[src/rtl/pse_pkg.sv]
// ----------------------------------------------------------------------------
// pse_pkg: shared types and constants of the postfix stack evaluator
// Stack geometry, token codes, error codes, sequencer states and the
// control word that steps the row of stack cells.
// ----------------------------------------------------------------------------
package pse_pkg;

  // Stack geometry
  localparam int STACK_DEPTH = 8;
  localparam int DATA_W      = 32;
  localparam int CNT_W       = $clog2(STACK_DEPTH + 1);
  localparam int ITER_W      = $clog2(DATA_W);

  // Token bytes
  localparam logic [7:0] TOK_ADD  = 8'h2B;
  localparam logic [7:0] TOK_SUB  = 8'h2D;
  localparam logic [7:0] TOK_MUL  = 8'h2A;
  localparam logic [7:0] TOK_DIV  = 8'h2F;
  localparam logic [8:0] TOK_ZERO = 9'h030;

  // Value returned by a pop from an empty stack
  localparam logic [DATA_W-1:0] EMPTY_VAL = '1;

  // Sticky error codes
  localparam logic [1:0] ERR_NONE  = 2'd0;
  localparam logic [1:0] ERR_UNDER = 2'd1;
  localparam logic [1:0] ERR_OVER  = 2'd2;
  localparam logic [1:0] ERR_DIVZ  = 2'd3;

  // Sequencer states
  typedef enum logic [2:0] {
    S_IDLE,
    S_ALU,
    S_DIV,
    S_WB,
    S_FINAL
  } state_t;

  // Per-cycle command to a stack cell
  typedef struct packed {
    logic push;  // take the value from the cell above (top cell: new data)
    logic pop;   // take the value from the cell below
  } cell_ctrl_t;

endpackage

[src/rtl/pse_cell.sv]
// ----------------------------------------------------------------------------
// pse_cell: one entry of the shifting stack
// Holds one value; on push it takes its upper neighbor's value, on pop
// its lower neighbor's value, otherwise it keeps its own.
// ----------------------------------------------------------------------------
module pse_cell (
  input  logic                       clk,
  input  pse_pkg::cell_ctrl_t        ctrl,
  input  logic [pse_pkg::DATA_W-1:0] up_val,
  input  logic [pse_pkg::DATA_W-1:0] down_val,
  output logic [pse_pkg::DATA_W-1:0] val
);

  // Shift up, shift down or hold
  always_ff @(posedge clk) begin
    if (ctrl.push) begin
      val <= up_val;
    end else if (ctrl.pop) begin
      val <= down_val;
    end
  end

endmodule

[src/rtl/pse_div.sv]
// ----------------------------------------------------------------------------
// pse_div: iterative signed divider
// Restoring division on magnitudes, one quotient bit per cycle; the
// quotient truncates toward zero. Divisor must be nonzero.
// ----------------------------------------------------------------------------
module pse_div (
  input  logic                       clk,
  input  logic                       rst,
  input  logic                       start,
  input  logic [pse_pkg::DATA_W-1:0] dividend,
  input  logic [pse_pkg::DATA_W-1:0] divisor,
  output logic                       done,
  output logic [pse_pkg::DATA_W-1:0] quotient
);

  logic                        busy;
  logic [pse_pkg::ITER_W-1:0]  iter;
  logic [pse_pkg::DATA_W-1:0]  rem;
  logic [pse_pkg::DATA_W-1:0]  quo;
  logic [pse_pkg::DATA_W-1:0]  dsr;
  logic                        neg;
  logic [pse_pkg::DATA_W:0]    trial;
  logic [pse_pkg::DATA_W-1:0]  mag_a;
  logic [pse_pkg::DATA_W-1:0]  mag_b;

  // Operand magnitudes
  assign mag_a = dividend[pse_pkg::DATA_W-1] ? (~dividend + 1'b1) : dividend;
  assign mag_b = divisor[pse_pkg::DATA_W-1]  ? (~divisor + 1'b1)  : divisor;

  // Trial subtract of the shifted partial remainder
  assign trial = {rem, quo[pse_pkg::DATA_W-1]} - {1'b0, dsr};

  // Control
  always_ff @(posedge clk) begin
    if (rst) begin
      busy <= 1'b0;
      done <= 1'b0;
      iter <= '0;
    end else begin
      done <= 1'b0;
      if (start) begin
        busy <= 1'b1;
        iter <= '0;
      end else if (busy) begin
        iter <= iter + 1'b1;
        if (iter == pse_pkg::ITER_W'(pse_pkg::DATA_W - 1)) begin
          busy <= 1'b0;
          done <= 1'b1;
        end
      end
    end
  end

  // Datapath
  always_ff @(posedge clk) begin
    if (start) begin
      rem <= '0;
      quo <= mag_a;
      dsr <= mag_b;
      neg <= dividend[pse_pkg::DATA_W-1] ^ divisor[pse_pkg::DATA_W-1];
    end else if (busy) begin
      if (!trial[pse_pkg::DATA_W]) begin
        rem <= trial[pse_pkg::DATA_W-1:0];
      end else begin
        rem <= {rem[pse_pkg::DATA_W-2:0], quo[pse_pkg::DATA_W-1]};
      end
      quo <= {quo[pse_pkg::DATA_W-2:0], ~trial[pse_pkg::DATA_W]};
    end
  end

  // Sign fix
  assign quotient = neg ? (~quo + 1'b1) : quo;

endmodule

[src/rtl/postfix_stack_evaluator.sv]
// ----------------------------------------------------------------------------
// postfix_stack_evaluator: reverse Polish evaluator on a shifting stack
// Token bytes in, one 32-bit result and error code out per expression.
// ----------------------------------------------------------------------------
// Usage:
//   Slave side takes one token byte per beat on s_tdata, s_tlast marks the
//   last token of an expression. + - * / pop two values and push the
//   result; any other byte pushes its value minus 48.
//   Master side gives one beat per expression: m_tdata is the final popped
//   value (-1 when the stack is empty), m_tuser the first error code
//   (0 ok, 1 underflow, 2 overflow, 3 divide by zero).
//   A push is done as its token is taken; + - * and divide by zero pass the
//   ALU and write-back states; a divide also waits on the 32-step divider.
//   The last token adds a final pop, with the result beat the cycle after.
//   The stack is a row of cells at the top of which all pushes and pops
//   happen, so any depth costs the same time.
//   Reset empties the stack and clears the error code. When the receiver
//   stalls, the result waits in the output register; tokens of the next
//   expression keep being taken until its own last token needs that
//   register.
// ----------------------------------------------------------------------------
module postfix_stack_evaluator (
  input  logic        clk,
  input  logic        rst,
  input  logic        s_tvalid,
  output logic        s_tready,
  input  logic [7:0]  s_tdata,   // [7:0] token
  input  logic        s_tlast,   // last_token
  output logic        m_tvalid,
  input  logic        m_tready,
  output logic [31:0] m_tdata,   // [31:0] value
  output logic [1:0]  m_tuser    // [1:0] error
);

  localparam int D = pse_pkg::STACK_DEPTH;
  localparam int W = pse_pkg::DATA_W;

  pse_pkg::state_t         state, state_next;
  logic [pse_pkg::CNT_W-1:0] count, count_next;
  logic [1:0]              err, err_next;
  logic [7:0]              tok;
  logic                    last;
  logic [W-1:0]            opa, opb, res;
  logic [W-1:0]            res_next;
  logic                    res_load;
  logic [W-1:0]            stack_val [D];
  logic [W-1:0]            push_data;
  pse_pkg::cell_ctrl_t     ctrl_top, ctrl_rest;
  logic                    accept, is_op, out_free, out_load;
  logic [8:0]              digit;
  logic                    div_start, div_done;
  logic [W-1:0]            div_quo;
  logic [W-1:0]            final_val;
  logic [1:0]              final_err;
  logic                    has1, has2, full;

  assign s_tready = (state == pse_pkg::S_IDLE);
  assign accept   = s_tvalid && s_tready;
  assign out_free = !m_tvalid || m_tready;
  assign has1     = (count >= pse_pkg::CNT_W'(1));
  assign has2     = (count >= pse_pkg::CNT_W'(2));
  assign full     = (count >= pse_pkg::CNT_W'(D));
  assign is_op    = (s_tdata == pse_pkg::TOK_ADD) || (s_tdata == pse_pkg::TOK_SUB) ||
                    (s_tdata == pse_pkg::TOK_MUL) || (s_tdata == pse_pkg::TOK_DIV);
  assign digit    = {1'b0, s_tdata} - pse_pkg::TOK_ZERO;

  // Row of stack cells, top at index 0
  for (genvar i = 0; i < D; i++) begin : g_cell
    logic [W-1:0] up_v, down_v;
    if (i == 0) begin : g_top
      assign up_v = push_data;
    end else begin : g_mid
      assign up_v = stack_val[i-1];
    end
    if (i == D - 1) begin : g_bot
      assign down_v = '0;
    end else begin : g_inner
      assign down_v = stack_val[i+1];
    end
    pse_cell u_cell (
      .clk      (clk),
      .ctrl     ((i == 0) ? ctrl_top : ctrl_rest),
      .up_val   (up_v),
      .down_val (down_v),
      .val      (stack_val[i])
    );
  end

  // Divider
  pse_div u_div (
    .clk      (clk),
    .rst      (rst),
    .start    (div_start),
    .dividend (opa),
    .divisor  (opb),
    .done     (div_done),
    .quotient (div_quo)
  );

  // Final pop
  assign final_val = has1 ? stack_val[0] : pse_pkg::EMPTY_VAL;
  assign final_err = (!has1 && err == pse_pkg::ERR_NONE) ? pse_pkg::ERR_UNDER : err;
  assign out_load  = (state == pse_pkg::S_FINAL) && out_free;

  // State register and control registers
  always_ff @(posedge clk) begin
    if (rst) begin
      state <= pse_pkg::S_IDLE;
      count <= '0;
      err   <= pse_pkg::ERR_NONE;
    end else begin
      state <= state_next;
      count <= count_next;
      err   <= err_next;
    end
  end

  // Token and operand registers
  always_ff @(posedge clk) begin
    if (accept) begin
      tok  <= s_tdata;
      last <= s_tlast;
      opb  <= has1 ? stack_val[0] : pse_pkg::EMPTY_VAL;
      opa  <= has2 ? stack_val[1] : pse_pkg::EMPTY_VAL;
    end
    if (res_load) begin
      res <= res_next;
    end
  end

  // Output register
  always_ff @(posedge clk) begin
    if (rst) begin
      m_tvalid <= 1'b0;
    end else if (out_load) begin
      m_tvalid <= 1'b1;
    end else if (m_tready) begin
      m_tvalid <= 1'b0;
    end
  end

  always_ff @(posedge clk) begin
    if (out_load) begin
      m_tdata <= final_val;
      m_tuser <= final_err;
    end
  end

  // Next state, stack commands and arithmetic
  always_comb begin
    state_next = state;
    count_next = count;
    err_next   = err;
    ctrl_top   = '0;
    ctrl_rest  = '0;
    push_data  = res;
    res_next   = res;
    res_load   = 1'b0;
    div_start  = 1'b0;
    unique case (state)
      pse_pkg::S_IDLE: begin
        push_data = {{(W - 9){digit[8]}}, digit};
        if (accept) begin
          if (is_op) begin
            // Both pops; the left operand stays in the top cell
            if (!has2 && err == pse_pkg::ERR_NONE) begin
              err_next = pse_pkg::ERR_UNDER;
            end
            if (has2) begin
              ctrl_top.pop  = 1'b1;
              ctrl_rest.pop = 1'b1;
              count_next    = count - 1'b1;
            end else begin
              count_next = pse_pkg::CNT_W'(1);
            end
            state_next = pse_pkg::S_ALU;
          end else begin
            if (full) begin
              if (err == pse_pkg::ERR_NONE) begin
                err_next = pse_pkg::ERR_OVER;
              end
            end else begin
              ctrl_top.push  = 1'b1;
              ctrl_rest.push = 1'b1;
              count_next     = count + 1'b1;
            end
            state_next = s_tlast ? pse_pkg::S_FINAL : pse_pkg::S_IDLE;
          end
        end
      end
      pse_pkg::S_ALU: begin
        res_load   = 1'b1;
        state_next = pse_pkg::S_WB;
        case (tok)
          pse_pkg::TOK_ADD: res_next = opa + opb;
          pse_pkg::TOK_SUB: res_next = opa - opb;
          pse_pkg::TOK_MUL: res_next = opa * opb;
          default: begin
            if (opb == '0) begin
              res_next = '0;
              if (err == pse_pkg::ERR_NONE) begin
                err_next = pse_pkg::ERR_DIVZ;
              end
            end else begin
              res_load   = 1'b0;
              div_start  = 1'b1;
              state_next = pse_pkg::S_DIV;
            end
          end
        endcase
      end
      pse_pkg::S_DIV: begin
        if (div_done) begin
          res_next   = div_quo;
          res_load   = 1'b1;
          state_next = pse_pkg::S_WB;
        end
      end
      pse_pkg::S_WB: begin
        // Result replaces the top entry
        ctrl_top.push = 1'b1;
        state_next    = last ? pse_pkg::S_FINAL : pse_pkg::S_IDLE;
      end
      pse_pkg::S_FINAL: begin
        if (out_free) begin
          count_next = '0;
          err_next   = pse_pkg::ERR_NONE;
          state_next = pse_pkg::S_IDLE;
        end
      end
      default: state_next = pse_pkg::S_IDLE;
    endcase
  end

  // Checks
  a_count_bound: assert property (@(posedge clk) disable iff (rst)
    count <= pse_pkg::CNT_W'(D))
    else $error("stack count above depth");

  a_div_done_in_div: assert property (@(posedge clk) disable iff (rst)
    div_done |-> state == pse_pkg::S_DIV)
    else $error("divider finished outside divide state");

  a_result_from_final: assert property (@(posedge clk) disable iff (rst)
    $rose(m_tvalid) |-> $past(state == pse_pkg::S_FINAL))
    else $error("result beat without final pop");

  a_final_clears: assert property (@(posedge clk) disable iff (rst)
    out_load |=> count == '0 && err == pse_pkg::ERR_NONE)
    else $error("stack or error not cleared after expression");

endmodule

[config.mk]
export PLATFORM = sky130hd
export DESIGN_NAME = postfix_stack_evaluator
export DESIGN_NICKNAME = d
export VERILOG_FILES = /design/src/rtl/pse_pkg.sv /design/src/rtl/pse_cell.sv /design/src/rtl/pse_div.sv /design/src/rtl/postfix_stack_evaluator.sv
export SDC_FILE = /design/constraint.sdc
export NUM_CORES = 2
export LEC_CHECK = 0
export BUFFER_PORTS_ARGS = -buffer_cell sky130_fd_sc_hd__buf_2
export CAP_MARGIN = 30
export CELL_PAD_IN_SITES_DETAIL_PLACEMENT = 1
export CELL_PAD_IN_SITES_GLOBAL_PLACEMENT = 2
export CORE_ASPECT_RATIO = 0.7
export CORE_UTILIZATION = 44
export CTS_CLUSTER_DIAMETER = 80
export DETAILED_ROUTE_END_ITERATION = 10
export GPL_ROUTABILITY_DRIVEN = 0
export PLACE_DENSITY = 0.91
export RECOVER_POWER = 100
export SYNTH_ARGS = -nofsm -noshare
export SYNTH_HDL_FRONTEND = slang
export SYNTH_SLANG_ARGS = --single-unit
[constraint.sdc]
create_clock -name clk -period 13.47 [get_ports clk]
set_input_delay 0.6735 -clock clk [delete_from_list [all_inputs] [get_ports clk]]
set_output_delay 0.6735 -clock clk [all_outputs]
set_load 0.02 [all_outputs]
**After elaboration in Yosys (flattened, before gate mapping)**

Cells that the tools add are included.

- Bits in latches: 0
- Input port bits: 13
- Word-level logic and storage cells: 172
- ROM bits: 0
- Memories kept: 0
- Output and inout bits: 36
- Register bits after elaboration: 509
- RAM bits: 0

- Reductions and logical operators: 28
- Div/mod/pow operators: 0
- Shift-type cells: 0
- Eq/ne operators: 23
- Multiply operators: 1
- Magnitude comparators: 3
- Muxes and demuxes: 74
- Add/sub/neg operators: 10
- Bitwise gates (word level): 6

Operator list:

| kind | count |
|---|---|
| 32-bit two-way mux | 25 |
| 32-bit by 1-bit adder with 32-bit output, second input constant | 3 |
| 32-bit NOT | 3 |
| 32-bit case mux with 3 select lines | 1 |
| 32-bit case mux with 2 select lines | 1 |
| 8-bit by 6-bit == test with 1-bit output, second input constant | 7 |
| 33-bit by 32-bit subtractor with 33-bit output | 1 |
| 32-bit adder | 1 |
| 32-bit zero test | 1 |
| 32-bit by 32-bit multiplier with 32-bit output | 1 |
| 32-bit subtractor | 1 |
| 31-bit two-way mux | 1 |
| 2-bit two-way mux | 11 |
| 4-bit two-way mux | 5 |
| 1-bit two-way mux | 19 |
| 3-bit two-way mux | 6 |
| 3-bit case mux with 5 select lines | 1 |
| 2-bit nonzero test | 6 |
| 9-bit AND reduction | 1 |
| 8-bit by 6-bit subtractor with 9-bit output, second input constant | 1 |
| 2-bit inequality test, second input constant | 4 |
| 4-bit case mux with 2 select lines | 1 |
| 4-bit AND reduction | 2 |
| 3-bit by 2-bit == test with 1-bit output, second input constant | 2 |
| other kinds (27) | 40 |

**Longest topological paths before layout**

- Depth after elaboration: 9
- Gate-level depth with buffers: 27
- Gate-level depth less buffers: 25

**Modules after synthesis**

From an unflattened synthesis, not the netlist that was laid out.

- Cells, all modules: 4055
- Area, all modules: 44238.7 µm²

By module, submodules not included:

| module | instances | cells each | area an instance (µm²) |
|---|---|---|---|
| postfix_stack_evaluator | 1 | 2580 | 24337.1 |
| pse_cell | 8 | 69 | 1507.7 |
| pse_div | 1 | 923 | 7840.0 |

**Worst setup path after synthesis**

OpenSTA, ideal clock, no wires.

- Path kind: input-to-reg
- Start point: in s_tdata[4]
- End point: reg g_cell[1].u_cell.val[0] (netlist bit), enable pin
- Stages: 7
- Data required time: 12.658 ns
- Arrival time: 10.734 ns
- Library setup time: 0.812 ns
- Slack: 1.924 ns
- Path buffers: 0
- Cell sequence: inv_1 -> ha_1 -> nand2_1 -> nor4_1 -> nand2b_1 -> nand2_1 -> nor2_1

- Longest elaborated chain between the ends: 8

RTL lines:

| element | line | source |
|---|---|---|
| start: declaration | postfix_stack_evaluator.sv:27 | `input logic [7:0] s_tdata,` |
| 8-bit by 6-bit == test with 1-bit output | postfix_stack_evaluator.sv:63 | `assign is_op = (s_tdata == pse_pkg::TOK_ADD) \|\| (s_tdata == pse_pkg::TOK_SUB) \|\|` |
| 1-bit logical OR (2 in a row) | postfix_stack_evaluator.sv:63 |  |
| 1-bit logical OR * | postfix_stack_evaluator.sv:64 | `(s_tdata == pse_pkg::TOK_MUL) \|\| (s_tdata == pse_pkg::TOK_DIV);` |
| 1-bit two-way mux | postfix_stack_evaluator.sv:164 | `if (is_op) begin` |
| 2-bit two-way mux * | postfix_stack_evaluator.sv:163 | `if (accept) begin` |
| 2-bit two-way mux * | postfix_stack_evaluator.sv:160 | `unique case (state)` |
| 2-bit nonzero test (no source line) * | - |  |
| end signal: assignment | pse_cell.sv:17 | `val <= up_val;` |
| end signal: assignment | pse_cell.sv:19 | `val <= down_val;` |
| end: declaration | pse_cell.sv:11 | `output logic [pse_pkg::DATA_W-1:0] val` |

Mark *: on every way between the ends. The rest lies on a longest branch, timed or not.
A chain may end at the register's enable or synchronous reset.

**Worst setup path after layout**

- Start point: reg state[0]
- End point: reg g_cell[6].u_cell.val[15] (netlist bit), data pin

- Longest elaborated chain between the ends: 5

RTL lines:

| element | line | source |
|---|---|---|
| start: declaration | postfix_stack_evaluator.sv:38 | `pse_pkg::state_t state, state_next;` |
| start signal: assignment | postfix_stack_evaluator.sv:108 | `state <= pse_pkg::S_IDLE;` |
| start signal: assignment | postfix_stack_evaluator.sv:112 | `state <= state_next;` |
| 3-bit zero test * | postfix_stack_evaluator.sv:57, postfix_stack_evaluator.sv:160 |  |
| 1-bit logical AND | postfix_stack_evaluator.sv:58 | `assign accept = s_tvalid && s_tready;` |
| 2-bit two-way mux | postfix_stack_evaluator.sv:163 |  |
| 2-bit two-way mux * | postfix_stack_evaluator.sv:160 |  |
| 32-bit two-way mux * | pse_cell.sv:16 | `if (ctrl.push) begin` |
| end signal: assignment | pse_cell.sv:17 |  |
| end signal: assignment | pse_cell.sv:19 |  |
| end: declaration | pse_cell.sv:11 |  |

Marked as above.

==> impl_results.md <==
* H-Tree Depth at 2
* Worst EP required at 13.83 ns
* Multi-input logic area at 24,800 µm²
* Post-synthesis compound-gate area fraction at 8.47%
* Seq cells post-synth at 509
* CTS tree: done
* First-pass GRT wire length at 196,000 µm
* ANT nets after route at 0
* Layout area overhead at 6.89%
* Number of max-cap violations at 18
* Worst Max-Slew Pin Slew at 7.44 ns
* Post-synthesis xor/xnor area fraction at 5.05%
* Clock Skew at 0.0453 ns
* Top_reg_cell synth: edfxtp_1
* Vias in the first global route at 31,600
* Post_cts resized at 0
* Post-DR vias/cell at 5.73
* Layout cells sized above 1 at 10.3%
* Adder-cell share of the synthesized area at 25.4%
* Width of the chip at 372 µm
* FF+latch area at 14,800 µm²
* Core Region at 94,300 µm²
* Mapped Cells at 3,969
* RSZ-0062 raised after global routing: false
* Die height at 261 µm
* Final Max Slew Viols at 851
* Seq/Total Area, Yosys at 35.2%
* Clock sink count at 509
* Post-Syn Area per Cell at 10.6 µm²
* Die area at 96,900 µm²
* Port buffer count at 48
* N_diodes at 0
* Post-synthesis mux area share at 5.73%
* Largest net degree at the start of global routing at 150
* Fill cells at 10,300
* Unique masters post-synth at 76
* Main combinational cell family by area after synthesis: adder cells
* Synth Area in Simple Gates at 14.2%
* Status: complete, but fails checks
* Ports at 49
* Setup TNS at 0 ns
* Antenna violations before repair at 5
* Clk slew on worst S/H paths at 0.07 ns
* Deepest clock path buffer count at 3
* Std cell rows at 94
* Final Hold Vio Count at 0
* DR vias at 29,800
* NumNets Final at 4,537
* Clk_lat worst skew at 0.62 ns
* Global Route Usage Sum at 26.7%
* TritonRoute pass-1 iters at 7
* Starting Density at 44.6%
* Num CTS Buffers at 46
* Mapped Area at 42,100 µm²
* Synth async-reset ratio at 0%
* Failing checks: capacitance limit, slew limit
* Congestion Overflow GR at 0
* Fin crit share at 76.6%
* # DRC at 0
* Crit-path max FO at 149
* Element type at the critical path end: flop
* Synth Warn # at 0
* DP HPWL at 92,200 µm
* Tmin final at 10.32 ns
* Startpoint types: flop
* Total wire length at 128,000 µm
* WP data arrival at 10.68 ns
* Post-synth EDFFs at 460
* Clock root buffer: clkbuf_16
* Slew HR at -396%
* 1st-iter DRT viols at 2,710
* WL/cell at 24.7 µm
* Worst hold path type: in2reg
* Hold_buf cts at 0
* Fmax at 0.0969 GHz
* Setup violations, final at 0
* Net Count, Synth at 4,590
* Setup Fix Bufs, Post-CTS at 0
* Critical path type: reg2reg
==> synthesized netlist by cell type (32+ instances only) <==
library cell | number | share of area, %
o21ai_0 | 130 | 1.5
and2_1 | 346 | 5.1
nand3_1 | 32 | 0.38
nor2_1 | 142 | 1.3
fa_1 | 410 | 20
mux2_2 | 198 | 5.3
edfxtp_1 | 460 | 33
nand2_1 | 383 | 3.4
a21oi_1 | 187 | 2.2
clkbuf_1 | 211 | 1.9
inv_1 | 447 | 4.0
xnor2_1 | 122 | 2.5
ha_1 | 198 | 5.9
xor2_1 | 118 | 2.5
nor3_1 | 34 | 0.40
dfxtp_1 | 49 | 2.3
o31ai_1 | 33 | 0.59
or2_2 | 74 | 1.1
==> layout by cell type (no fill, tap or decap), types with 9 or more instances in the layout <==
cell	synthesis	layout
o31ai_1	33	33
o211ai_1	17	17
dfxtp_1	49	48
clkbuf_16	0	47
nor2_1	142	141
o21bai_1	11	11
and2_0	0	20
nor4_1	16	14
mux2_2	198	190
nand3_1	32	32
a21oi_1	187	187
a31oi_1	13	13
nand2b_1	26	25
clkinv_1	0	10
o21ai_0	130	132
a221oi_1	22	22
ha_1	198	198
o21a_1	21	21
fa_1	410	410
and3_1	12	12
o41ai_1	15	15
or3_1	30	31
a211oi_1	29	29
edfxtp_1	460	460
mux2i_1	18	18
nand4_1	9	9
inv_1	447	446
xnor2_1	122	122
a21o_1	20	20
xor2_1	118	118
buf_4	0	52
clkbuf_1	211	77
nand2_1	383	383
and2_1	346	326
or2_2	74	69
nor3_1	34	33
nor2b_1	20	20
==> registers in the layout, summed over array words and instances, names as in the netlist, 2 cells and up <==
register / cells
u_div.dsr: 32
u_div.iter: 5
m_tuser: 2
opb: 32
err: 2
res: 32
opa: 32
tok: 8
g_cell.u_cell.val: 256
count: 4
m_tdata: 32
u_div.rem: 32
state: 3
u_div.quo: 32
==> metrics by stage <==
step | setup slack [ns] | hold WS (ns) | std cells | area, µm² | utilization [%]
CTS | 4.90 | 0.271 | 5200 | 45200 | 47.9
detailed placement | 4.93 | 0.476 | 5114 | 43700 | 46.3
global placement | 5.10 | 0.474 | 5112 | 43700 | 46.3
finish | 3.15 | 0.341 | 5202 | 45000 | 47.7
floorplan | 1.92 | 0.458 | 3969 | 42100 | -
global route | 2.41 | 0.331 | 5202 | 45000 | 47.7
==> layout make-up <==
cell class / count / area share [%]
timing repair buffer: 122 / 1.54
clock buffer: 62 / 2.81
sequential: 509 / 32.9
clock inverter: 24 / 0.459
multi-input combinational: 2790 / 55.1
tap: 1248 / 3.47
inverter: 447 / 3.73
==> worst max-delay path, cell delays in order (launching register included) <==
cell      delay, ns
dfxtp_1        0.42
or3_1          0.40
clkbuf_1       0.85
inv_1          0.75
nand2_1        0.29
nor3_1         0.22
clkbuf_1       5.17
buf_4          1.28
mux2_2         0.42
==> per-layer routing <==
metal / part of all wire (%) / track usage [%] / up-vias
li1: - / - / 13200
met1: 45 / 38.0 / 15400
met2: 44 / 41.0 / 1045
met3: 8.0 / 6.11 / 180
met4: 2.6 / 6.72 / 8
met5: 0.057 / 0 / -
==> cells by family (layout without fill, tap and decap cells) <==
| group | Yosys count | after routing |
|---|---|---|
| AOI/OAI and AO/OA | 562 | 562 |
| xor gates and xnor gates | 241 | 241 |
| adders and majority gates | 608 | 608 |
| buffers and inverters | 670 | 655 |
| DFF | 509 | 509 |
| muxes | 216 | 216 |
| and+or+nand+nor | 1163 | 1163 |
==> worst paths after layout <==
check | from | end | slack (ns) | cells after the start
setup / recovery | state[0] | g_cell[6].u_cell.val[15] | 3.15 | 8
hold / removal | s_tdata[3] | tok[3] | 0.34 | 1
setup reg to reg | state[0] | g_cell[6].u_cell.val[15] | 3.15 | 8
hold reg to reg | err[1] | m_tuser[1] | 0.47 | 0
Power is left out: the tool's default activity adds up to more than one toggle a clock period on the data nets, which glitch-free logic cannot reach.
